[src/mrtx_pkg.sv]
package mrtx_pkg;

    // offset width and ring geometry
    localparam int OFF_W        = 17;
    localparam int BUFFER_BYTES = 131072;
    localparam int WORD_BYTES   = 4;
    localparam int WORD_MASK    = WORD_BYTES - 1;

    typedef logic [OFF_W-1:0] t_off;
    // one extra bit for sums and differences
    typedef logic [OFF_W:0]   t_off_x;

    typedef enum logic [1:0] {
        ST_OK       = 2'd0,
        ST_NO_SPACE = 2'd1,
        ST_NOT_CONN = 2'd2
    } t_status;

    typedef enum logic {
        CFG_RING_START = 1'b0,
        CFG_RING_END   = 1'b1
    } t_cfg_idx;

    // connection and write pointer state
    typedef struct packed {
        logic connected;
        t_off lat_start;
        t_off lat_end;
        t_off write_ptr;
    } t_ctx;

    // one descriptor result
    typedef struct packed {
        t_status status;
        t_off    header_addr;
        t_off    seg1_addr;
        t_off    seg1_len;
        t_off    seg2_addr;
        t_off    seg2_len;
        t_off    next_write;
    } t_res;

endpackage

[src/mrtx_if.sv]
// message request channel
interface mrtx_req_if import mrtx_pkg::*; ();
    logic valid;
    logic ready;
    t_off msg_len;
    t_off remote_read;

    modport source (output valid, output msg_len, output remote_read, input ready);
    modport sink   (input valid, input msg_len, input remote_read, output ready);
    modport mon    (input valid, input msg_len, input remote_read, input ready);
endinterface

// descriptor result channel
interface mrtx_res_if import mrtx_pkg::*; ();
    logic    valid;
    logic    ready;
    t_status status;
    t_off    header_addr;
    t_off    seg1_addr;
    t_off    seg1_len;
    t_off    seg2_addr;
    t_off    seg2_len;
    t_off    next_write;

    modport source (
        output valid, output status, output header_addr, output seg1_addr,
        output seg1_len, output seg2_addr, output seg2_len, output next_write,
        input ready
    );
    modport sink (
        input valid, input status, input header_addr, input seg1_addr,
        input seg1_len, input seg2_addr, input seg2_len, input next_write,
        output ready
    );
    modport mon (
        input valid, input status, input header_addr, input seg1_addr,
        input seg1_len, input seg2_addr, input seg2_len, input next_write,
        input ready
    );
endinterface

// register write channel
interface mrtx_cfg_if import mrtx_pkg::*; ();
    logic     valid;
    logic     ready;
    t_cfg_idx index;
    t_off     data;

    modport source (output valid, output index, output data, input ready);
    modport sink   (input valid, input index, input data, output ready);
endinterface

[src/mrtx_calc.sv]
module mrtx_calc import mrtx_pkg::*; (
    input  t_off i_msg_len,
    input  t_off i_remote_read,
    input  t_off i_cfg_start,
    input  t_off i_cfg_end,
    input  t_ctx i_ctx,
    output t_res o_res,
    output t_ctx o_ctx
);

    function automatic t_off align_down(input t_off v);
        return v & ~t_off'(WORD_MASK);
    endfunction

    function automatic t_off_x round_up(input t_off_x v);
        return (v + t_off_x'(WORD_MASK)) & ~t_off_x'(WORD_MASK);
    endfunction

    logic             latch;
    t_ctx             cur;
    t_off_x           st;
    t_off_x           en;
    t_off_x           wr;
    t_off_x           rd;
    t_off_x           len_x;
    logic             bad_ring;
    t_off_x           free1;
    t_off_x           free2;
    t_off_x           need;
    logic [OFF_W+1:0] avail;
    logic             no_room;
    t_off_x           f1;
    t_off_x           s1len;
    t_off_x           s1addr;
    t_off_x           wr_a;
    t_off_x           rest;
    t_off_x           s2len;
    t_off_x           s2addr;
    t_off_x           wr_b;
    t_off_x           wr_n;

    // latch ring bounds on the first request once the partner offers a ring
    always_comb begin
        latch = !i_ctx.connected && (i_cfg_end != '0);
        cur   = i_ctx;
        if (latch) begin
            cur.connected = 1'b1;
            cur.lat_start = align_down(i_cfg_start);
            cur.lat_end   = align_down(i_cfg_end);
            cur.write_ptr = align_down(i_cfg_start);
        end
    end

    assign st    = {1'b0, cur.lat_start};
    assign en    = {1'b0, cur.lat_end};
    assign wr    = {1'b0, cur.write_ptr};
    assign rd    = {1'b0, align_down(i_remote_read)};
    assign len_x = {1'b0, i_msg_len};

    // ring sanity and read offset range
    assign bad_ring = (en <= st) || (en > t_off_x'(BUFFER_BYTES)) || (rd < st) || (rd >= en);

    // free space, one word always kept back
    always_comb begin
        priority if (rd > wr) begin
            free1 = rd - wr - t_off_x'(WORD_BYTES);
            free2 = '0;
        end else if (rd == st) begin
            free1 = en - wr - t_off_x'(WORD_BYTES);
            free2 = '0;
        end else begin
            free1 = en - wr;
            free2 = rd - st - t_off_x'(WORD_BYTES);
        end
    end

    assign need    = round_up(len_x + t_off_x'(WORD_BYTES));
    assign avail   = {1'b0, free1} + {1'b0, free2};
    assign no_room = {1'b0, need} > avail;

    // first segment up to the ring end
    assign f1     = free1 - t_off_x'(WORD_BYTES);
    assign s1len  = (f1 < len_x) ? f1 : len_x;
    assign s1addr = (s1len != '0) ? (wr + t_off_x'(WORD_BYTES)) : '0;
    assign wr_a   = wr + t_off_x'(WORD_BYTES) + round_up(s1len);
    assign rest   = len_x - s1len;

    // wrapped segment from the ring start
    assign s2len  = (rest == '0) ? '0 : ((free2 < rest) ? free2 : rest);
    assign s2addr = (rest == '0) ? '0 : st;
    assign wr_b   = (rest == '0) ? wr_a : (st + round_up(s2len));
    assign wr_n   = (wr_b == en) ? st : wr_b;

    // result and state update
    always_comb begin
        o_res = '0;
        o_ctx = cur;
        priority if (!cur.connected) begin
            o_res.status = ST_NOT_CONN;
        end else if (bad_ring || no_room) begin
            o_res.status     = ST_NO_SPACE;
            o_res.next_write = cur.write_ptr;
        end else begin
            o_res.status      = ST_OK;
            o_res.header_addr = cur.write_ptr;
            o_res.seg1_addr   = s1addr[OFF_W-1:0];
            o_res.seg1_len    = s1len[OFF_W-1:0];
            o_res.seg2_addr   = s2addr[OFF_W-1:0];
            o_res.seg2_len    = s2len[OFF_W-1:0];
            o_res.next_write  = wr_n[OFF_W-1:0];
            o_ctx.write_ptr   = wr_n[OFF_W-1:0];
        end
    end

endmodule

[src/message_ring_tx_descriptor.sv]
// Transmit descriptor engine for a shared-memory message ring.
// i_cfg writes ring_start (index 0) and ring_end (index 1) and is always
// ready; the user must write it only while the block is idle, which the
// block does not enforce. Bounds are taken at the first request that sees
// a nonzero ring_end and then held until reset. i_req carries one beat per
// message: payload length and the partner's read offset. o_res returns one
// beat per request: status, header offset, up to two payload segments and
// the new write offset. Throughput: one request per cycle while o_res is
// not stalled. A request accepted into the input register has its result
// moved into the output register once that register is empty or being
// read, which raises o_res.valid. The descriptor math sits in one stage
// between those two registers and the write pointer is updated when the
// output register loads, so back-to-back requests see each other's pointer.
// Reset (synchronous, active low) drops the connection, clears the write
// pointer, the registers and both pipeline stages.
// When the receiver stalls, the result holds; one more request is taken
// into the input register and then i_req.ready drops until o_res moves.
module message_ring_tx_descriptor import mrtx_pkg::*; (
    input  logic              i_clk,
    input  logic              i_rst_n,
    mrtx_cfg_if.sink          i_cfg,
    mrtx_req_if.sink          i_req,
    mrtx_res_if.source        o_res
);

    t_off r_cfg_start;
    t_off r_cfg_end;
    t_ctx r_ctx;
    t_ctx n_ctx;
    logic r_in_valid;
    t_off r_msg_len;
    t_off r_remote_read;
    logic r_out_valid;
    t_res r_res;
    t_res n_res;
    logic advance;

    // pipeline flow control
    assign advance     = r_in_valid && (!r_out_valid || o_res.ready);
    assign i_req.ready = !r_in_valid || advance;
    assign i_cfg.ready = 1'b1;

    // register writes
    always_ff @(posedge i_clk) begin
        if (!i_rst_n) begin
            r_cfg_start <= '0;
            r_cfg_end   <= '0;
        end else if (i_cfg.valid) begin
            unique case (i_cfg.index)
                CFG_RING_START: r_cfg_start <= i_cfg.data;
                CFG_RING_END:   r_cfg_end   <= i_cfg.data;
            endcase
        end
    end

    // input stage control
    always_ff @(posedge i_clk) begin
        if (!i_rst_n) begin
            r_in_valid <= 1'b0;
        end else if (i_req.valid && i_req.ready) begin
            r_in_valid <= 1'b1;
        end else if (advance) begin
            r_in_valid <= 1'b0;
        end
    end

    // input stage payload
    always_ff @(posedge i_clk) begin
        if (i_req.valid && i_req.ready) begin
            r_msg_len     <= i_req.msg_len;
            r_remote_read <= i_req.remote_read;
        end
    end

    mrtx_calc u_calc (
        .i_msg_len     (r_msg_len),
        .i_remote_read (r_remote_read),
        .i_cfg_start   (r_cfg_start),
        .i_cfg_end     (r_cfg_end),
        .i_ctx         (r_ctx),
        .o_res         (n_res),
        .o_ctx         (n_ctx)
    );

    // connection state and write pointer
    always_ff @(posedge i_clk) begin
        if (!i_rst_n) begin
            r_ctx <= '0;
        end else if (advance) begin
            r_ctx <= n_ctx;
        end
    end

    // output stage control
    always_ff @(posedge i_clk) begin
        if (!i_rst_n) begin
            r_out_valid <= 1'b0;
        end else if (advance) begin
            r_out_valid <= 1'b1;
        end else if (o_res.ready) begin
            r_out_valid <= 1'b0;
        end
    end

    // output stage payload
    always_ff @(posedge i_clk) begin
        if (advance) begin
            r_res <= n_res;
        end
    end

    assign o_res.valid       = r_out_valid;
    assign o_res.status      = r_res.status;
    assign o_res.header_addr = r_res.header_addr;
    assign o_res.seg1_addr   = r_res.seg1_addr;
    assign o_res.seg1_len    = r_res.seg1_len;
    assign o_res.seg2_addr   = r_res.seg2_addr;
    assign o_res.seg2_len    = r_res.seg2_len;
    assign o_res.next_write  = r_res.next_write;

endmodule

[src/flat_wrapper.sv]
// flat-port wrapper written by rule: the top's interface ports become plain ports
module message_ring_tx_descriptor_flat import mrtx_pkg::*;
  (i_clk, i_rst_n, i_cfg_valid, i_cfg_index, i_cfg_data, i_cfg_ready, i_req_valid, i_req_msg_len, i_req_remote_read, i_req_ready, o_res_valid, o_res_status, o_res_header_addr, o_res_seg1_addr, o_res_seg1_len, o_res_seg2_addr, o_res_seg2_len, o_res_next_write, o_res_ready);
  mrtx_cfg_if i_cfg_i ();
  mrtx_req_if i_req_i ();
  mrtx_res_if o_res_i ();
  input  logic i_clk;
  input  logic i_rst_n;
  input wire logic [$bits(i_cfg_i.valid)-1:0] i_cfg_valid;
  input wire logic [$bits(i_cfg_i.index)-1:0] i_cfg_index;
  input wire logic [$bits(i_cfg_i.data)-1:0] i_cfg_data;
  output wire logic [$bits(i_cfg_i.ready)-1:0] i_cfg_ready;
  input wire logic [$bits(i_req_i.valid)-1:0] i_req_valid;
  input wire logic [$bits(i_req_i.msg_len)-1:0] i_req_msg_len;
  input wire logic [$bits(i_req_i.remote_read)-1:0] i_req_remote_read;
  output wire logic [$bits(i_req_i.ready)-1:0] i_req_ready;
  output wire logic [$bits(o_res_i.valid)-1:0] o_res_valid;
  output wire logic [$bits(o_res_i.status)-1:0] o_res_status;
  output wire logic [$bits(o_res_i.header_addr)-1:0] o_res_header_addr;
  output wire logic [$bits(o_res_i.seg1_addr)-1:0] o_res_seg1_addr;
  output wire logic [$bits(o_res_i.seg1_len)-1:0] o_res_seg1_len;
  output wire logic [$bits(o_res_i.seg2_addr)-1:0] o_res_seg2_addr;
  output wire logic [$bits(o_res_i.seg2_len)-1:0] o_res_seg2_len;
  output wire logic [$bits(o_res_i.next_write)-1:0] o_res_next_write;
  input wire logic [$bits(o_res_i.ready)-1:0] o_res_ready;
  assign i_cfg_i.valid = i_cfg_valid;
  assign i_cfg_i.index = i_cfg_index;
  assign i_cfg_i.data = i_cfg_data;
  assign i_cfg_ready = i_cfg_i.ready;
  assign i_req_i.valid = i_req_valid;
  assign i_req_i.msg_len = i_req_msg_len;
  assign i_req_i.remote_read = i_req_remote_read;
  assign i_req_ready = i_req_i.ready;
  assign o_res_valid = o_res_i.valid;
  assign o_res_status = o_res_i.status;
  assign o_res_header_addr = o_res_i.header_addr;
  assign o_res_seg1_addr = o_res_i.seg1_addr;
  assign o_res_seg1_len = o_res_i.seg1_len;
  assign o_res_seg2_addr = o_res_i.seg2_addr;
  assign o_res_seg2_len = o_res_i.seg2_len;
  assign o_res_next_write = o_res_i.next_write;
  assign o_res_i.ready = o_res_ready;
  message_ring_tx_descriptor u_core (.i_clk(i_clk), .i_rst_n(i_rst_n), .i_cfg(i_cfg_i), .i_req(i_req_i), .o_res(o_res_i));
endmodule
[config.mk]
export PLATFORM = sky130hd
export DESIGN_NAME = message_ring_tx_descriptor_flat
export DESIGN_NICKNAME = d
export VERILOG_FILES = /design/src/mrtx_pkg.sv /design/src/mrtx_if.sv /design/src/mrtx_calc.sv /design/src/message_ring_tx_descriptor.sv /design/src/flat_wrapper.sv
export SDC_FILE = /design/constraint.sdc
export NUM_CORES = 1
export LEC_CHECK = 0
export CAP_MARGIN = 40
export CORE_ASPECT_RATIO = 1.5
export CORE_MARGIN = 4
export CORE_UTILIZATION = 28
export CTS_CLUSTER_DIAMETER = 40
export DETAILED_ROUTE_END_ITERATION = 8
export DONT_BUFFER_PORTS = 1
export GPL_TIMING_DRIVEN = 1
export PLACE_DENSITY = 0.47
export SLEW_MARGIN = 10
export SYNTH_ARGS = -nofsm -noshare
export SYNTH_HDL_FRONTEND = slang
export SYNTH_HIERARCHICAL = 1
export SYNTH_SLANG_ARGS = --single-unit
[constraint.sdc]
create_clock -name i_clk -period 51.3 [get_ports i_clk]
set_clock_uncertainty 0.1 [all_clocks]
set_input_delay 2.565 -clock i_clk [delete_from_list [all_inputs] [get_ports i_clk]]
set_output_delay 2.565 -clock i_clk [all_outputs]
set_load 0.01 [all_outputs]
Word-level counts from Yosys, hierarchy flattened
Cells that the tools add are included.
{"block": "word_totals", "regBits": 226, "input_bits": 57, "output_inout_bits": 107, "word_cells": 85}
{"block": "op_classes", "add_sub_neg": 16, "order_cmp": 8, "n_eq_ne": 2, "muxes": 17, "bitwise": 3, "reduce_logical": 22}
{"op": "2-to-1 mux 18 bit", "count": 8}
{"op": "subtractor 18 x 3 -> 18 bit (second input constant)", "count": 4}
{"op": "adder 18 x 2 -> 18 bit (second input constant)", "count": 3}
{"op": "subtractor 17 x 17 -> 18 bit", "count": 3}
{"op": "2-to-1 mux 52 bit", "count": 1}
{"op": "2-to-1 mux 17 bit", "count": 3}
{"op": "adder 17 x 3 -> 18 bit (second input constant)", "count": 2}
{"op": "adder 18 x 18 -> 19 bit", "count": 1}
{"op": "> comparator 18 x 19 -> 1 bit", "count": 1}
{"op": "adder 17 x 18 -> 18 bit", "count": 1}
{"op": "adder 18 bit", "count": 1}
{"op": "== test 18 x 17 -> 1 bit", "count": 1}
{"op": "> comparator 17 x 18 -> 1 bit (second input constant)", "count": 1}
{"op": "logical NOT 18 bit", "count": 1}
{"op": "less-than comparator 18 x 17 -> 1 bit", "count": 1}
{"op": "less-than comparator 18 bit", "count": 1}
{"op": "nonzero test 18 bit", "count": 1}
{"op": "subtractor 17 x 18 -> 18 bit", "count": 1}
{"op": "== test 17 bit", "count": 1}
{"op": ">= comparator 17 bit", "count": 1}
{"op": "> comparator 17 bit", "count": 1}
{"op": "less-or-equal comparator 17 bit", "count": 1}
{"op": "less-than comparator 17 bit", "count": 1}
{"op": "nonzero test 17 bit", "count": 1}
{"op": "9 further kinds", "count": 27}

Depth between registers and ports, before layout
Gate-level depths: netlist of the first run.
{"block": "depth", "depth_word": 21, "depth_mapped": 107, "mapped_depth_nobuf": 89}

By module
The synthesis of the first run kept the hierarchy.
{"module": "mrtx_calc", "n_inst": 1, "cells_each": 2284, "area_each_um2": 15148.3, "seq_area_each_um2": 0.0}
{"module": "message_ring_tx_descriptor", "n_inst": 1, "cells_each": 525, "area_each_um2": 7664.9, "seq_area_each_um2": 5905.7}

Least setup slack after synthesis of the first run
OpenSTA, ideal clock, no wires.
{"block": "synth_path", "path_kind": "reg-to-reg", "startpoint": "reg u_core.r_cfg_end[10]", "endpoint": "reg u_core/r_ctx[10] (netlist name)", "setup_time_ps": 72, "t_arrival_ps": 17797, "required_ps": 51128, "path_slack_ps": 33332, "path_stages_with_launch": 98, "path_buffers": 16, "period_less_slack_ps": 17968, "path_cell_list": "dfxtp_1 nor4_2 nand3_2 o21ai_4 buf_2 clkbuf_1 clkbuf_1 clkbuf_1 clkbuf_1 mux2i_1 inv_1 ha_1 nand4_1 or4_1 buf_2 xnor3_1 mux2_2 inv_2 (+62 left out) a21oi_1 o21bai_1 a21oi_1 o21bai_1 a21oi_1 xor2_1 and2_1 o32ai_1 nand2_1 o2111ai_1 a2111o_1 or4_1 buf_2 buf_6 mux2_4 a21oi_1 nand2_1 mux2i_1"}
{"element": "start: declaration", "line_no": "message_ring_tx_descriptor.sv:27", "source": "t_off r_cfg_end;"}
{"element": "start signal: assignment", "line_no": "message_ring_tx_descriptor.sv:51", "source": "CFG_RING_END: r_cfg_end <= i_cfg.data;"}
{"element": "end signal: assignment", "line_no": "message_ring_tx_descriptor.sv:90", "source": "r_ctx <= n_ctx;"}
{"element": "end: declaration", "line_no": "message_ring_tx_descriptor.sv:28", "source": "t_ctx r_ctx;"}

==> flow_summary.toml, run 1 <==
[die]
fp.dieH_um = 357
dieWidth_um = 240
core_um2 = 80100
dieArea_um2 = 85700
io_pins = 164
rows = 127
initial_core_util_pct = 28.3

[synthesis]
synth_area_per_cell_um2 = 8.10
synth_nets = 3088
syn_inst = 2799
ys_warn_count = 6
syn_area_um2 = 22700

[cells_and_area]
drive_above_1_share_pct = 8.38
fin_nets = 3086
area_growth_pct = 11.6
fillers = 8652
diodes = 0

[place]
place.gp.congestion = 0.970
numPortBuffers = 0
dp_hpwl_um = 77500

[drt]
vias = 20600
totalWireLength_um = 96400
drc = 0
drt_iter0_markers = 1438
routedWlPerCell_um = 25.0
ant_nets = 0
vias_per_cell = 5.33
drt_pass1_iterations = 6

[timing]
fin_hold_ws_ns = 0.352
max_freq_mhz = 46.9
worst_pin_slew_ns = 1.03
final_max_slew_viol_count = 0
relSlewSlack_pct = 31.4
hold_viol = 0
rsz0062_at_grt = "false"
period_share_pct = 41.6
fin_tns_setup_ns = 0
setup_viol = 0
min_period_ns = 21.32

[run_status]
status = "finished clean"

[cts]
cts_resized = 0
numCtsBuffers = 40
clk_path_buf_depth = 3
post_cts_buffers = 0
clk_pin_slew_worst_paths_ns = 0.06
cts_sinks = 222
htree_levels = 2
worstSkewPairLatency_ns = 0.59
ctsHoldBuffers = 0
root_buffer = "clkbuf_16"
cts_tree = "yes"

[global_routing]
grt_usage_pct = 21.7
grt_max_degree = 149
grt_pass1_wl_um = 137000
overflow = 0
antenna_found_initial = 1
grt_pass1_vias = 19900

[worst_setup_path]
cp_max_fo = 35
path_class = "flop to flop"
critPathLaunch = "u_core/r_cfg_end[7]"
r2r-start = "u_core/r_cfg_end[7]"
critPathMostFrequentCell = "a21oi_1"
end_kind = "flop"
cp.arrival_ns = 21.74
cp_data_required_time_ns = 51.71
crit_path_start_kind = "flop"
critPathMaxStageDelay_ns = 0.90
slowest_stage = "or4_1"

[pwr]
ir_drop_mv = 0.0237
power.leakage_nw = 10.6
powerDensity_nw_per_um2 = 48.7

[worst_hold_path]
min-delay-start = "u_core/r_cfg_start[12]"
worstHoldPathType = "flop to flop"

[flow_run]
drv_cap = 0
-- where the power goes --
part | total [W] | leakage [nW] | switching, W | internal, W
Sequential | 0.000211 | 2.07 | 0.0000114 | 0.000200
Combinational | 0.000745 | 7.79 | 0.000480 | 0.000265
Clock | 0.000277 | 0.699 | 0.000113 | 0.000164
Total | 0.00123 | 10.6 | 0.000604 | 0.000629
-- critical path: cells and delay by family (launching register included) --
family,cells,cell delay [ns]
AO/OA/AOI/OAI,36,6.68
multiplexers,6,2.47
flip-flops,1,0.41
AND/OR/NAND/NOR,24,4.65
XOR/XNOR,2,0.58
adder cells (fa/ha/maj),11,3.43
buffers and inverters,11,2.83
-- state kept, by name (all words and copies together), names as in the netlist --
register and cells:
u_core/r_ctx 52, u_core/o_res.header_addr 17, u_core/o_res.next_write 17, u_core/o_res.seg1_addr 17
u_core/o_res.seg1_len 17, u_core/o_res.seg2_addr 17, u_core/o_res.seg2_len 17, u_core/r_cfg_end 17
u_core/r_msg_len 17, u_core/r_cfg_start 15, u_core/r_remote_read 15, u_core/o_res.status 2
u_core/o_res.valid 1, u_core/r_in_valid 1
-- cell usage in the layout (no fill, tap or decap), types with 42 or more instances in the layout --
master	n
buf_4	60
nand4_1	45
edfxtp_1	136
nor3_1	48
and2_1	47
nand2_1	391
nand3_1	55
clkbuf_16	42
inv_1	244
a21oi_1	163
o21ai_0	87
mux2i_1	111
ha_1	227
nor2_1	234
dfxtp_1	86
xnor2_1	143
-- final timing paths --
path	endpoint	slack [ns]	cells after the start
setup / recovery	u_core/r_ctx[15]	29.98	90
hold / removal	u_core/r_cfg_start[12]	0.35	2
setup reg to reg	u_core/r_ctx[15]	29.98	90
hold reg to reg	u_core/r_cfg_start[12]	0.35	2
-- stage by stage --
step / utilization, % / std cells / total power [W] / cell area, um2 / setup WS (ns)
after floorplan: - / 2799 / 0.000720 / 22700 / 33.33
after global placement: 29.7 / 3780 / 0.000946 / 23800 / 30.18
after detailed placement: 29.8 / 3786 / 0.000945 / 23900 / 30.29
after CTS: 31.6 / 3860 / 0.00123 / 25300 / 30.23
after global routing: 31.6 / 3861 / 0.00131 / 25300 / 28.58
final: 31.6 / 3861 / 0.00123 / 25300 / 29.98
-- per-layer routing --
metal	up-vias	GRT usage (%)	wire length, um
met5	-	0	0
met1	9679	24.8	37200
met3	237	3.70	5440
met4	0	13.3	7060
met2	755	37.6	46700
li1	9894	-	-
-- layout make-up --
type	instances	area (um2)	share of cell area (%)
multi-input combinational	2215	15300	60.5
sequential	222	5810	22.9
tap	1032	1290	5.10
clock buffer	44	1070	4.22
inverter	252	946	3.74
timing repair buffer	66	522	2.06
clock inverter	30	362	1.43
Power figures use the tool's default switching activity.
==> run 2, diff against run 1 <==
PLACE_DENSITY = 0.49   (was 0.47)
clock period = 17.8 ns   (was 51.3 ns; I/O delays follow)
==> flow_summary.toml, run 2 (synthesis gave the netlist of run 1 again) <==
[run_status]
status = "finished clean"

[global_routing]
grt_max_degree = 139
grt_usage_pct = 22.6
grt_pass1_wl_um = 143000
grt_pass1_vias = 21700
overflow = 0
antenna_found_initial = 0

[cts]
clk_path_buf_depth = 3
clk_pin_slew_worst_paths_ns = 0.06
worstSkewPairLatency_ns = 0.59
htree_levels = 2
root_buffer = "clkbuf_16"
cts_tree = "yes"
ctsHoldBuffers = 0
cts_sinks = 222
numCtsBuffers = 40

[place]
numPortBuffers = 0
dp_hpwl_um = 83200
place.gp.congestion = 1.01
dpl-instance-area_um2 = 26400

[worst_setup_path]
crit_family = "compound AO/OA/AOI/OAI gates"
cp.arrival_ns = 17.04
slowest_stage = "or4_1"
critPathMostFrequentCell = "buf_4"
worstPathBufferInverterCount = 13
critPathMaxStageDelay_ns = 0.54
cp_data_required_time_ns = 18.21
path_class = "flop to flop"
cp_max_fo = 18
crit_path_start_kind = "flop"
end_kind = "flop"

[pwr]
powerDensity_nw_per_um2 = 141
ir_drop_mv = 0.0641
power.leakage_nw = 12.2

[timing]
period_share_pct = 93.4
relSlewSlack_pct = 38.6
max_freq_mhz = 60.1
worst_pin_slew_ns = 0.921
final_max_slew_viol_count = 0
setup_viol = 0
hold_viol = 0
min_period_ns = 16.63

[worst_hold_path]
worstHoldPathType = "input port to flop"

[drt]
routedWlPerCell_um = 24.0
routed-wl-met2_um = 49600
drc = 0
dr.max_layer_used = "met4"
drt_pass1_iterations = 5
ant_nets = 0
wl_met1_um = 38400
drt_iter0_markers = 1448
vias = 21700
vias_per_cell = 5.17
wl_met3_um = 4900
totalWireLength_um = 101000

[cells_and_area]
regMostFlops = "u_core/r_ctx"
area_growth_pct = 23.5
fillers = 8458
postLayoutCellArea_um2 = 28000
final_util_pct = 35.0
fin_nets = 3422
most-common-layout-cells = "nand2_1 (390), buf_4 (388), inv_1 (244)"
diodes = 0
largest_reg_flops = 52
final_common_cell = "nand2_1"
drive_above_1_share_pct = 18.7

[die]
dieWidth_um = 240
fp.dieH_um = 357
rows = 127
initial_core_util_pct = 28.3
io_pins = 164
core_um2 = 80100
dieArea_um2 = 85700

[flow_run]
drv_cap = 0
run 2: changes by cell type in the layout (fill, tap and decap cells not counted), sizes merged:
| cell | delta |
|---|---|
| clkinv | -4 |
| bufinv | +3 |
| clkdlybuf4s18 | -1 |
| clkinvlp | +3 |
| buf | +336 |
| maj3 | +1 |
| inv | -4 |
run 2: cell type report:
class / instances / area, um2 / share of cell area (%)
sequential: 222 / 5810 / 20.7
clock inverter: 28 / 345 / 1.23
multi-input combinational: 2216 / 15500 / 55.2
timing repair buffer: 401 / 3120 / 11.1
clock buffer: 44 / 1040 / 3.70
tap: 1032 / 1290 / 4.61
inverter: 252 / 946 / 3.38
run 2: metrics by stage:
| stage | hold slack, ns | power, W | worst slack [ns] | setup TNS (ns) | std cells |
|---|---|---|---|---|---|
| floorplan | 0.330 | 0.00208 | 0.120 | 0 | 2799 |
| global placement | 0.339 | 0.00306 | 0.433 | 0 | 4103 |
| detailed placement | 0.349 | 0.00308 | 0.460 | 0 | 4113 |
| CTS | 0.251 | 0.00390 | 0.352 | 0 | 4185 |
| global route | 0.261 | 0.00419 | -0.0721 | -0.172 | 4195 |
| finish | 0.291 | 0.00394 | 1.17 | 0 | 4195 |
run 2: worst paths after layout:
| path | cells after the start | startpoint | endpoint | slack (ns) |
|---|---|---|---|---|
| min reg2reg | 2 | u_core/r_ctx[45] | u_core/r_ctx[45] | 0.36 |
| min | 0 | i_req_msg_len[13] | u_core/r_msg_len[13] | 0.29 |
| max | 90 | u_core/r_cfg_end[3] | u_core/r_ctx[11] | 1.17 |
| max reg2reg | 90 | u_core/r_cfg_end[3] | u_core/r_ctx[11] | 1.17 |
run 2: per-layer routing:
layer / vias up / track usage (%)
met5: - / 0
met4: 0 / 14.4
met3: 243 / 3.43
met2: 700 / 40.0
met1: 10200 / 25.0
li1: 10600 / -
run 2: timing repair:
action,4_1_cts,5_1_grt
hold endpoints to repair,0,0
gates resized for setup,0,33
setup endpoints to repair,0,34
setup buffers,0,8
run 2: power breakdown:
| part | switching (W) | leakage (nW) | internal, W | total (W) |
|---|---|---|---|---|
| registers | 0.0000326 | 2.07 | 0.000575 | 0.000608 |
| clock network | 0.000305 | 0.673 | 0.000493 | 0.000798 |
| logic | 0.00147 | 9.43 | 0.00107 | 0.00254 |
==> run 3, diff against run 2 <==
MAX_ROUTING_LAYER = met4   (was not set)
==> flow_summary.toml, run 3 (synthesis gave the netlist of run 1 again) <==
[run_status]
status = "finished clean"

[global_routing]
antenna_found_initial = 0
grt_pass1_wl_um = 145000
grt_usage_pct = 23.7
grt_max_degree = 139
overflow = 0
grt_pass1_vias = 21400

[cells_and_area]
largest_reg_flops = 52
final_util_pct = 35.1
area_growth_pct = 23.9
most-common-layout-cells = "buf_4 (386), nand2_1 (386), inv_1 (239)"
stdcell_count = 4195
drive_above_1_share_pct = 19.3
regMostFlops = "u_core/r_ctx"
fillers = 8536
fin_nets = 3420
diodes = 0

[worst_setup_path]
rrSetupSlack_ns = 1.18
critPathMaxStageDelay_ns = 0.58
cp_data_required_time_ns = 18.25
crit_end = "u_core/r_ctx[15]"
crit_path_start_kind = "flop"
path_class = "flop to flop"
slowest_stage = "or4_4"
cp.arrival_ns = 17.07
reg2regPathDepth = 89
critPathLaunch = "u_core/r_cfg_end[10]"
end_kind = "flop"
r2r-start = "u_core/r_cfg_end[10]"
critPathMostFrequentCell = "buf_4"
cp_max_fo = 7
rr_endpoint = "u_core/r_ctx[15]"

[timing]
min_period_ns = 16.62
worst_pin_slew_ns = 0.918
relSlewSlack_pct = 38.4
hold_viol = 0
max_freq_mhz = 60.2
final_max_slew_viol_count = 0
period_share_pct = 93.4
setup_viol = 0

[drt]
totalWireLength_um = 102000
vias_per_cell = 5.18
drt_iter0_markers = 1485
drc = 0
ant_nets = 0
drt_pass1_iterations = 6
routedWlPerCell_um = 24.3
vias = 21800

[cts]
clk_pin_slew_worst_paths_ns = 0.06
worstSkewPairLatency_ns = 0.61
numCtsBuffers = 41
clk_path_buf_depth = 3
root_buffer = "clkbuf_16"
ctsHoldBuffers = 0
cts_sinks = 222
htree_levels = 2
cts_tree = "yes"

[worst_hold_path]
worstHoldPathType = "input port to flop"

[die]
rows = 127
core_um2 = 80100
initial_core_util_pct = 28.3
fp.dieH_um = 357
dieArea_um2 = 85700
dieWidth_um = 240
io_pins = 164

[pwr]
ir_drop_mv = 0.0744
power.leakage_nw = 12.2
powerDensity_nw_per_um2 = 142

[place]
place.gp.congestion = 1.01
numPortBuffers = 0
dpl.cell_count = 4106
dp_hpwl_um = 84200

[flow_run]
drv_cap = 0
## run 3: changes by cell type in the layout (fill, tap and decap cells not counted), moves of 4 or more
cell / change
inv_8: -5
inv_6: +7
inv_1: -5
nand2_1: -4
inv_2: +5
## run 3: per-stage QoR
stage               hold WS (ns)  TNS [ns]  power, W  setup slack, ns  cell area, um2
global route               0.242   -0.0233   0.00425          -0.0233           28100
CTS                        0.244         0   0.00393            0.297           27700
detailed placement         0.349         0   0.00311            0.379           26300
global placement           0.342         0   0.00311            0.422           26200
finish                     0.265         0   0.00398             1.18           28100
floorplan                  0.330         0   0.00208            0.120           22700
## run 3: worst min-delay path by stage
stage | start | to | slack, ns | cells past startpoint
final | i_req_msg_len[1] | u_core/r_msg_len[1] | 0.27 | 0
after CTS | i_req_msg_len[2] | u_core/r_msg_len[2] | 0.24 | 0
after global placement | u_core/r_ctx[17] | u_core/r_ctx[17] | 0.34 | 2
after detailed placement | u_core/r_ctx[39] | u_core/r_ctx[39] | 0.35 | 2
after global routing | i_req_msg_len[1] | u_core/r_msg_len[1] | 0.24 | 0
after floorplan | u_core/r_ctx[17] | u_core/r_ctx[17] | 0.33 | 2
## run 3: final cells by class
cell class                 count  area [um2]  area share (%)
multi-input combinational   2216       15600            55.3
sequential                   222        5810            20.7
timing repair buffer         398        3100            11.0
tap                         1032        1290            4.59
clock buffer                  43        1030            3.68
inverter                     252         946            3.37
clock inverter                32         372            1.32
## run 3: where the power goes
group | internal [W] | switching [W] | leakage [nW]
Combinational | 0.00110 | 0.00148 | 9.46
Clock | 0.000470 | 0.000324 | 0.672
Sequential | 0.000575 | 0.0000326 | 2.07
## run 3: layer usage
layer | wire length (um) | GRT usage, % | vias up | share of wire [%]
li1 | - | - | 10600 | -
met1 | 38900 | 25.9 | 10200 | 38
met2 | 50100 | 40.4 | 677 | 49
met3 | 5300 | 3.66 | 235 | 5.2
met4 | 7790 | 14.4 | 0 | 7.6
met5 | 0 | - | - | 0
## run 3: timing repair
action	4_1_cts	5_1_grt
setup endpoints to repair	0	34
gates resized for setup	0	62
buffers inserted	0	12
## run 3: worst max-delay path: cells and delay by family (launching register included)
| kind | cells | cell delay (ns) |
|---|---|---|
| xor+xnor | 2 | 0.42 |
| flops | 1 | 0.34 |
| fa+ha+maj | 13 | 4.09 |
| compound gates | 32 | 4.83 |
| buf+inv | 14 | 1.98 |
| mux | 4 | 1.06 |
| simple gates | 24 | 3.68 |
